--- src/rtl/dsph_ram.sv ---
module dsph_ram #(
  parameter int DW    = 8,
  parameter int DEPTH = 64
) (
  input  logic                     clk,
  input  logic                     we,
  input  logic [$clog2(DEPTH)-1:0] waddr,
  input  logic [DW-1:0]            wdata,
  input  logic [$clog2(DEPTH)-1:0] raddr,
  output logic [DW-1:0]            rdata
);

  logic [DW-1:0] mem [DEPTH];

  always_ff @(posedge clk) begin
    if (we) begin
      mem[waddr] <= wdata;
    end
    rdata <= mem[raddr];
  end

endmodule

--- config.mk ---
export PLATFORM = sky130hd
export DESIGN_NAME = dsph_ram
export DESIGN_NICKNAME = d
export VERILOG_FILES = /design/src/rtl/dsph_ram.sv
export SDC_FILE = /design/constraint.sdc
export NUM_CORES = 1
export LEC_CHECK = 0
export ABC_AREA = 0
export BUFFER_PORTS_ARGS = -buffer_cell sky130_fd_sc_hd__buf_2
export CAP_MARGIN = 20
export CORE_AREA = 4 4 257 208
export CTS_CLUSTER_SIZE = 30
export DETAILED_ROUTE_END_ITERATION = 12
export DIE_AREA = 0 0 261 212
export PLACE_DENSITY = 0.55
export SYNTH_ARGS = -nofsm -noshare
export SYNTH_HDL_FRONTEND = slang
export SYNTH_SLANG_ARGS = --single-unit
--- constraint.sdc ---
create_clock -name clk -period 2.85 [get_ports clk]
set_clock_uncertainty 0.15 [all_clocks]
set_input_delay 0.285 -clock clk [delete_from_list [all_inputs] [get_ports clk]]
set_output_delay 0.285 -clock clk [all_outputs]
set_load 0.005 [all_outputs]
### Yosys cells after proc, flatten, opt, wreduce, memory -nomap -nowiden

Memories as Yosys holds them, arrays and structs flattened. A register that Yosys moved wholly into a read port is not among the register bits.
Index checks and enable logic that the tools add are counted.

| storage, ports and cells | value |
|---|---|
| word-level logic and storage cells | 3 |
| output and inout port bits | 8 |
| bits in writable memories | 512 |
| bits in registers | 0 |
| input bits | 22 |
| memories | 1 |

Memories:

| name | words | width | read ports | clocked after memory_dff | write ports | RTL line | source |
|---|---|---|---|---|---|---|---|
| mem | 64 | 8 | 1 | 1 | 1 | 13 | `logic [DW-1:0] mem [DEPTH];` |

| operators by class | value |
|---|---|
| muxes and demuxes | 2 |

Operators by type and width:

| operator | number |
|---|---|
| 1-bit 2-to-1 mux | 2 |

### Depth between registers and ports, before layout

Gate-level depths: netlist (run 1).

| logic depth | value |
|---|---|
| depth in word-level cells | 2 |
| mapped depth | 9 |
| mapped depth without buffers | 5 |

### Worst setup path after synthesis (run 1)

Ideal clock, no wire load.

| path | value |
|---|---|
| path type | input -> register |
| start point | input raddr[1] |
| end point | register rdata[3], read port of mem |
| data arrival time | 1.825 ns |
| required time | 2.572 ns |
| slack | 0.747 ns |
| library setup time | 0.128 ns |
| buffers on the path | 3 |
| stages | 7 |
| cells stage by stage | buf_4 -> buf_2 -> buf_2 -> mux4_2 -> mux4_2 -> o21ai_1 -> o41ai_1 |

RTL lines:

| item | RTL line | source |
|---|---|---|
| start, declared | 9 | `input logic [$clog2(DEPTH)-1:0] raddr,` |
| end, declared | 10 | `output logic [DW-1:0] rdata` |

==> results of run 1 <==
[routing by layer]
metal	GRT usage	part of all wire
met3	0.0364	0.080
met1	0.288	0.46
met2	0.266	0.45
met4	0.0318	0.015
met5	0	0.00055
[registers in the layout (all words and copies together), names as in the netlist]
| signal | count |
|---|---|
| rdata | 8 |
| mem | 512 |
[through the flow]
| stage | util | setup slack (ps) | total power, mW | instances |
|---|---|---|---|---|
| 2_1_floorplan | - | 747 | 9.09 | 940 |
| 3_3_place_gp | 0.432 | -28.7 | 9.52 | 1729 |
| 3_5_place_dp | 0.432 | -56.1 | 9.53 | 1729 |
| 4_1_cts | 0.463 | 524 | 16.0 | 1819 |
| 5_1_grt | 0.463 | 403 | 16.4 | 1819 |
| 6_report | 0.463 | 542 | 15.8 | 1820 |
[synth_stat cells]
master / instances
edfxtp_1: 512
o21ai_0: 2
o22ai_1: 8
nand3_1: 13
nand2b_1: 7
a221oi_1: 6
o41ai_1: 2
clkbuf_1: 17
nand3b_1: 3
and2_1: 1
nor2b_1: 14
nor2_1: 83
o32ai_1: 2
nand2_1: 19
dfxtp_1: 8
o2111ai_1: 3
buf_4: 13
a22oi_1: 3
o221a_2: 2
o221ai_1: 8
mux2i_1: 23
nand4_1: 2
o21a_1: 2
o311ai_1: 1
buf_12: 2
a211oi_1: 4
o21ai_1: 2
buf_6: 4
a21oi_1: 3
a31oi_1: 1
nor3_1: 7
buf_1: 4
mux2_2: 13
o2bb2ai_1: 3
a2111oi_0: 2
buf_2: 11
or3_1: 1
nand4b_1: 1
mux4_2: 126
nor4_1: 2
[area by class of cell]
class                      count  area share
clock buffer                  61      0.0562
clock inverter                28      0.0105
timing repair buffer         157      0.0535
tap                          684      0.0364
sequential                   520       0.660
multi-input combinational    369       0.183
antenna                        1    0.000106
[worst paths after layout]
kind,depth (start not counted),endpoint,from
worst max-delay path,7,rdata[7]$_DFF_P_,raddr[3]
worst min-delay path,3,mem[3][6]$_DFFE_PP_,waddr[0]
worst max register to register,5,rdata[6]$_DFF_P_,mem[21][6]$_DFFE_PP_
worst min register to register,5,rdata[1]$_DFF_P_,mem[60][1]$_DFFE_PP_
[power by group]
part / leakage, nW / internal (mW) / switching, mW / total (mW)
clock: 0.781 / 3.66 / 2.79 / 6.45
combinational: 2.10 / 0.349 / 0.518 / 0.867
sequential: 4.67 / 8.46 / 0.0259 / 8.49
total: 7.56 / 12.5 / 3.33 / 15.8
[placed cells by master (no fill, tap or decap), drive strengths merged, types with 3 or more instances in the layout]
cell / Yosys / final
edfxtp: 512 / 512
nand3: 13 / 13
a211oi: 4 / 4
a22oi: 3 / 3
clkbuf: 17 / 62
o22ai: 8 / 8
buf: 34 / 155
o2bb2ai: 3 / 3
nand3b: 3 / 3
nand2: 19 / 19
a21oi: 3 / 3
nor2b: 14 / 14
dfxtp: 8 / 8
mux2i: 23 / 23
nand2b: 7 / 7
mux4: 126 / 126
bufinv: 0 / 4
clkinv: 0 / 20
a221oi: 6 / 6
nor3: 7 / 7
mux2: 13 / 13
nor2: 83 / 83
o2111ai: 3 / 3
o21ai: 4 / 4
o221ai: 8 / 8
[tightest hold or removal path, cell delays in order]
cell and delay (ps):
buf_2 140, nand3_1 90, nor2_1 80
[logic make-up after synthesis]
logic type,after synthesis,synth area share
buffers and inverters,51,0.0157
flip-flops,520,0.770
AO/OA/AOI/OAI,54,0.0207
AND/OR/NAND/NOR,153,0.0339
multiplexers,162,0.159
[timing repair]
item / 4_1_cts / 5_1_grt
hold endpoints to repair: 1 / 0
hold buffers: 1 / 0
buffers inserted: 0 / 0
==> flow_metrics.env, run 1 <==
export IMPL_ys_seq_area_frac=0.770
export IMPL_ys_types=40
export IMPL_fmax_mhz=433
export IMPL_place_area_um2=22000
export IMPL_worstPathMaxFanout=15
export IMPL_clock_latency_ps=570
export IMPL_finalNetCount=1121
export IMPL_cp_slowest_cell="o21ai_0"
export IMPL_finalInstanceArea_um2=23500
export IMPL_grt_max_degree=65
export IMPL_die_y_um=212
export IMPL_critPathBufInv=2
export IMPL_grt_pass1_vias=10100
export IMPL_grt_use_total=0.182
export IMPL_seqCellArea_um2=15500
export IMPL_synth_area_top_cells="edfxtp_1 (76%), mux4_2 (14%), nor2_1 (1.5%)"
export IMPL_drcViolationCount=0
export IMPL_cts_htree_levels=2
export IMPL_hold_violations=0
export IMPL_synth_seq_cells=520
export IMPL_multi_input_area_um2=4320
export IMPL_dpl_hpwl_mm=32.2
export IMPL_drt_first_iter_violations=1201
export IMPL_finalSetupTns_ps=0
export IMPL_cts_clk_slew_worst_paths_ps=60
export IMPL_vias=10000
export IMPL_leakage_nw=7.56
export IMPL_powerDensity_nw_per_um2=671
export IMPL_wl_per_cell_um=27.2
export IMPL_rsz0062_at_grt="no"
export IMPL_synth_nets=962
export IMPL_drv_cap=0
export IMPL_status="completed"
export IMPL_peakVddDrop_uv=393
export IMPL_synth_top_area_cell="edfxtp_1"
export IMPL_area_delta_synth_final_pct=16.7
export IMPL_numPortBuffers=29
export IMPL_period_share=0.810
export IMPL_setup_viol=0
export IMPL_cpLargestDelayFamily="compound AO/OA/AOI/OAI gates"
export IMPL_cts_buffers=51
export IMPL_synth_cells=940
export IMPL_via_per_inst=5.52
export IMPL_synth_area_um2=20200
export IMPL_drv_slew=0
export IMPL_start_util=0.397
export IMPL_arrival_ps=2650
export IMPL_hold_ws_ps=65.5
export IMPL_crit_chain="buf_2, buf_4, nand2b_1, o22ai_1, o21ai_0, o311ai_1, nand2_1"
export IMPL_die_x_um=261
export IMPL_nFillCells=4208
export IMPL_cp_required_ps=3190
export IMPL_rows=74
export IMPL_drt_first_pass_iters=5
export IMPL_grt_ovfl_total=0
export IMPL_max_slew_worst_pin_slew_ps=804
export IMPL_place_congestion=0.804
export IMPL_cts_tree="built"
export IMPL_cts_sinks=520
export IMPL_hold_path_class="input pin to register"
export IMPL_cp_start_kind="input pin"
export IMPL_relSlewSlack=0.459
export IMPL_die_area_um2=55300
export IMPL_synth_top_area_frac=0.762
export IMPL_cts_max_path_buffers=3
export IMPL_path_class="input pin to register"
export IMPL_ys_warnings_count=0
export IMPL_clockRootBuffer="clkbuf_16"
export IMPL_antenna_left=0
export IMPL_grt_antenna_before_repair=3
export IMPL_ios=30
export IMPL_grt_pass1_wl_mm=72.7
export IMPL_core_um2=50800
export IMPL_drive_gt1_frac=0.329
export IMPL_cpPeakStageDelay_ps=640
export IMPL_rrSetupSlack_ps=580
export IMPL_post_cts_resized=0
export IMPL_postRouteWirelength_mm=49.5
export IMPL_fin_crit_ps=2310
export IMPL_avgSynthCellArea_um2=21.5
export IMPL_worstSetupEndpointType="register"
Note: power is estimated with default switching activity, not from simulation.
==> inputs of run 2 (changes only) <==
clock period = 2.33 ns   (was 2.85 ns; I/O delays follow)
==> run 2 against run 1 <==
Net effect:
- total power increased by 21%
- non-clock buffer count increased by 22
- count of clock-buffer cells in the layout increased by 3
- routed wire length decreased by 0.83%
- critical endpoint is now rdata[4]$_DFF_P_
- largest cell class unchanged
- highest routed layer unchanged
==> flow_metrics.env, run 2 (same netlist as run 1, synthesis figures left out) <==
export IMPL_die_x_um=261
export IMPL_final_common_cell="edfxtp_1"
export IMPL_numPortBuffers=29
export IMPL_drive_gt1_frac=0.329
export IMPL_leakage_nw=7.64
export IMPL_period_share=0.930
export IMPL_instances_no_fill=1840
export IMPL_start_util=0.397
export IMPL_powerDensity_nw_per_um2=806
export IMPL_peakVddDrop_uv=569
export IMPL_top_register="mem"
export IMPL_arrival_ps=2490
export IMPL_fin_crit_ps=2170
export IMPL_fmax_mhz=462
export IMPL_top_regs="mem (512), rdata (8)"
export IMPL_cts_max_path_buffers=3
export IMPL_cp_start_kind="register"
export IMPL_drt_first_iter_violations=1194
export IMPL_postRouteWirelength_mm=49.1
export IMPL_mostFrequentLayoutCells="edfxtp_1 (512), buf_4 (134), mux4_2 (126)"
export IMPL_worstPathMaxFanout=1
export IMPL_reg2reg_from="mem[20][4]$_DFFE_PP_"
export IMPL_hold_ws_ps=48.1
export IMPL_grt_antenna_before_repair=4
export IMPL_cts_clk_slew_worst_paths_ps=60
export IMPL_largest_reg_flops=512
export IMPL_rows=74
export IMPL_r2r_cells=6
export IMPL_cts_buffers=50
export IMPL_post_cts_setup_buffers=0
export IMPL_rrSetupSlack_ps=160
export IMPL_swShare=0.208
export IMPL_die_y_um=212
export IMPL_drv_slew=0
export IMPL_max_slew_worst_pin_slew_ps=718
export IMPL_wl_per_cell_um=26.7
export IMPL_clock_latency_ps=570
export IMPL_cp_required_ps=2650
export IMPL_finalNetCount=1142
export IMPL_relSlewSlack=0.521
export IMPL_finalInstanceArea_um2=23700
export IMPL_via_per_inst=5.43
export IMPL_drt_first_pass_iters=7
export IMPL_clockRootBuffer="clkbuf_16"
export IMPL_place_area_um2=22200
export IMPL_place_congestion=0.792
export IMPL_finalSetupTns_ps=0
export IMPL_grt_use_total=0.180
export IMPL_cts_htree_levels=2
export IMPL_hold_violations=0
export IMPL_worst_hold_path_num_cells=1
export IMPL_ios=30
export IMPL_pwr_share_seq=0.543
export IMPL_core_um2=50800
export IMPL_area_delta_synth_final_pct=17.6
export IMPL_n_antenna_cell=0
export IMPL_clkPwrFrac=0.400
export IMPL_worstSetupEndpointType="register"
export IMPL_grt_max_degree=65
export IMPL_holdPathEnd="mem[30][0]$_DFFE_PP_"
export IMPL_setup_viol=0
export IMPL_drcViolationCount=0
export IMPL_hold_path_class="input pin to register"
export IMPL_grt_pass1_wl_mm=71.8
export IMPL_reg2reg_to="rdata[4]$_DFF_P_"
export IMPL_nFillCells=4237
export IMPL_antenna_left=0
export IMPL_hold_start="wdata[0]"
export IMPL_grt_ovfl_total=0
export IMPL_status="completed"
export IMPL_dpl_hpwl_mm=32.5
export IMPL_grt_pass1_vias=10200
export IMPL_place_inst=1751
export IMPL_vias=9994
export IMPL_die_area_um2=55300
export IMPL_cts_tree="built"
export IMPL_drv_cap=0
export IMPL_rsz0062_at_grt="no"
export IMPL_combPwrFrac=0.057
export IMPL_cts_sinks=520
export IMPL_power_internal_mw=15.1
export IMPL_p_switching_mw=3.98
export IMPL_path_class="register to register"
## run 2: cell count changes in the layout (fill, tap and decap cells not counted), moves of 4 or more
cell and change:
buf_4 +16, buf_12 +6, clkinv_2 -12, clkinv_1 +10
clkbuf_1 +4
## run 2: worst max-delay path, stage by stage (launching register included)
cell and delay, ps:
edfxtp_1 360, mux4_2 470, mux2_2 280, o221a_2 320, nor3_1 220, o32ai_1 110
buf_4 140
## run 2: worst max path at each step
stage                         start               end  slack, ps  depth (start not counted)
6_report       mem[20][4]$_DFFE_PP_  rdata[4]$_DFF_P_        160                          6
5_1_grt         mem[3][3]$_DFFE_PP_  rdata[3]$_DFF_P_         50                          5
4_1_cts        mem[16][4]$_DFFE_PP_  rdata[4]$_DFF_P_        170                          6
3_5_place_dp               raddr[0]  rdata[2]$_DFF_P_       -230                          7
3_3_place_gp               raddr[0]  rdata[3]$_DFF_P_       -250                          7
2_1_floorplan              raddr[1]  rdata[3]$_DFF_P_        280                          7
## run 2: layout make-up
cell class                      count  area [um2]  area share
Sequential cell                   520       15500       0.655
Tap cell                          684         856      0.0361
Clock inverter                     24         186     0.00786
Clock buffer                       64        1330      0.0559
Multi-Input combinational cell    369        4320       0.182
Timing Repair Buffer              179        1500      0.0633
## run 2: power by group through the flow
stage	clock [mW]	sequential (mW)	combinational, mW
after floorplan	0	10.6	0.552
after global placement	0	10.6	1.09
after detailed placement	0	10.6	1.10
after CTS	7.82	10.4	1.10
after global routing	8.25	10.4	1.17
final	7.64	10.4	1.09
## run 2: routing by layer
metal	vias up	share of wire	global-route usage
met1	5280	0.46	0.283
met4	2	0.018	0.0377
met3	78	0.082	0.0410
met5	-	0.00037	0
met2	356	0.44	0.259
li1	4278	-	-
## run 2: stage by stage
stage | util | setup WS (ps) | power, mW
after global placement | 0.437 | -251 | 11.7
after detailed placement | 0.437 | -228 | 11.7
final | 0.467 | 163 | 19.1
after floorplan | - | 279 | 11.1
after CTS | 0.467 | 169 | 19.3
after global routing | 0.467 | 51.1 | 19.8
## run 2: what timing repair did
| item | in CTS | in global routing |
|---|---|---|
| hold endpoints to repair | 4 | 0 |
| hold buffers | 1 | 0 |
| resized for setup | 0 | 0 |
==> inputs of run 3 (changes only) <==
CORE_AREA = 4 4 263 214   (was 4 4 257 208)
DIE_AREA = 0 0 267 218   (was 0 0 261 212)
PLACE_DENSITY = 0.53   (was 0.55)
==> run 3 against run 2 <==
Net effect:
- via count is essentially flat
- sequential power is essentially flat
- clock power grew 4.2%
- first-iteration DRC count shrank 8.8%
- cell count grew 1.1%
- core utilization shrank 2.0 points
- largest cell class unchanged
- largest power group unchanged
- highest routed layer unchanged
==> flow_metrics.env, run 3 (same netlist as run 1, synthesis figures left out) <==
export IMPL_crit_top_cell="buf_4"
export IMPL_grt_ovfl_total=0
export IMPL_dp_worst_setup_slack_ps=-251
export IMPL_antenna_left=0
export IMPL_cts_buffers=51
export IMPL_ctsHoldBuffers=6
export IMPL_arrival_ps=2580
export IMPL_cp_slowest_cell="dlygate4sd3_1"
export IMPL_place_congestion=0.816
export IMPL_drv_slew=0
export IMPL_die_y_um=218
export IMPL_postRouteWirelength_mm=48.4
export IMPL_powerDensity_nw_per_um2=815
export IMPL_die_area_um2=58200
export IMPL_nFillCells=4603
export IMPL_power_internal_mw=15.3
export IMPL_cp_start_kind="input pin"
export IMPL_grt_use_total=0.168
export IMPL_multi_input_area_um2=4320
export IMPL_via_per_inst=5.37
export IMPL_relSlewSlack=0.567
export IMPL_combPwrFrac=0.057
export IMPL_cpPeakStageDelay_ps=520
export IMPL_drcViolationCount=0
export IMPL_wl_per_cell_um=26.0
export IMPL_top_regs="mem (512), rdata (8)"
export IMPL_largest_reg_flops=512
export IMPL_post_cts_setup_buffers=0
export IMPL_cts_sinks=520
export IMPL_hold_ws_ps=29.9
export IMPL_dpl_hpwl_mm=31.7
export IMPL_seqCellArea_um2=15500
export IMPL_clockRootBuffer="clkbuf_16"
export IMPL_top_register="mem"
export IMPL_max_slew_worst_pin_slew_ps=649
export IMPL_cts_max_path_buffers=3
export IMPL_place_inst=1759
export IMPL_p_switching_mw=4.16
export IMPL_die_x_um=267
export IMPL_crit_chain="dlygate4sd3_1, buf_4, buf_4, mux4_2, mux2_2, o221a_2, nor3_1, o32ai_1"
export IMPL_numPortBuffers=29
export IMPL_drt_first_iter_violations=1089
export IMPL_clkPwrFrac=0.409
export IMPL_vias=9998
export IMPL_finalSetupTns_ps=0
export IMPL_fin_ws_ps=59.7
export IMPL_grt_max_degree=65
export IMPL_cts_clk_slew_worst_paths_ps=60
export IMPL_start_util=0.377
export IMPL_setup_viol=0
export IMPL_grt_pass1_vias=10200
export IMPL_cts_htree_levels=2
export IMPL_pwr_share_seq=0.534
export IMPL_post_cts_resized=0
export IMPL_core_um2=53400
export IMPL_swShare=0.214
export IMPL_hold_path_class="input pin to register"
export IMPL_worstPathMaxFanout=6
export IMPL_clock_latency_ps=600
export IMPL_ios=30
export IMPL_peakVddDrop_uv=483
export IMPL_final_common_cell="edfxtp_1"
export IMPL_fin_crit_ps=2270
export IMPL_rsz0062_at_grt="no"
export IMPL_drive_gt1_frac=0.331
export IMPL_grt_antenna_before_repair=2
export IMPL_mostFrequentLayoutCells="edfxtp_1 (512), mux4_2 (126), buf_4 (121)"
export IMPL_drt_first_pass_iters=5
export IMPL_drv_cap=0
export IMPL_grt_pass1_wl_mm=71.0
export IMPL_status="completed"
export IMPL_hold_violations=0
export IMPL_fmax_mhz=440
export IMPL_cts_tree="built"
export IMPL_leakage_nw=7.69
export IMPL_area_delta_synth_final_pct=18.3
export IMPL_rows=76
export IMPL_instances_no_fill=1861
export IMPL_cp_required_ps=2640
export IMPL_path_class="input pin to register"
export IMPL_fin_util=0.446
export IMPL_worstSetupEndpointType="register"
export IMPL_period_share=0.974
export IMPL_finalNetCount=1138
==> run 3: changes by cell type in the layout (fill, tap and decap cells not counted), sizes merged <==
cell,previous run,this run
clkinv,18,29
clkinvlp,2,3
buf,177,167
diode,0,2
clkbuf,65,58
dlygate4sd3,1,6
bufinv,3,4
==> run 3: area by class of cell <==
class,instances,share of cell area
sequential,520,0.651
multi-input combinational,369,0.181
timing repair buffer,174,0.0634
clock buffer,57,0.0544
tap,702,0.0368
clock inverter,37,0.0132
antenna,2,0.000210
==> run 3: path summary, 6_finish.rpt <==
check,cells past startpoint,start,end,slack (ps)
worst max register to register,6,mem[24][4]$_DFFE_PP_,rdata[4]$_DFF_P_,80
worst min register to register,4,mem[23][0]$_DFFE_PP_,rdata[0]$_DFF_P_,700
worst min-delay path,1,wdata[3],mem[37][3]$_DFFE_PP_,30
worst max-delay path,8,raddr[2],rdata[6]$_DFF_P_,60
==> run 3: stage by stage <==
step	area, um2	power, mW
after floorplan	20200	11.1
after global placement	22200	11.7
after detailed placement	22200	11.7
after CTS	23900	19.7
after global routing	23900	20.1
final	23900	19.4
==> run 3: power groups by stage <==
stage | registers [mW] | clock network [mW] | logic, mW
after floorplan | 10.6 | 0 | 0.552
after detailed placement | 10.6 | 0 | 1.10
after CTS | 10.4 | 8.17 | 1.11
after global placement | 10.6 | 0 | 1.09
after global routing | 10.4 | 8.57 | 1.18
final | 10.4 | 7.96 | 1.10
==> run 3: critical path: cells and delay by family <==
| family | cells | cell delay (ps) |
|---|---|---|
| simple gates | 1 | 350 |
| compound gates | 2 | 450 |
| mux | 2 | 590 |
| buf+inv | 3 | 940 |
==> run 3: routing by layer <==
metal / global-route usage / wire length, um / vias to the layer above / part of all wire
li1: - / - / 4297 / -
met1: 0.266 / 23500 / 5344 / 0.48
met2: 0.239 / 20900 / 286 / 0.43
met3: 0.0359 / 3150 / 67 / 0.065
met4: 0.0401 / 860 / 4 / 0.018
met5: 0 / 22 / - / 0.00045
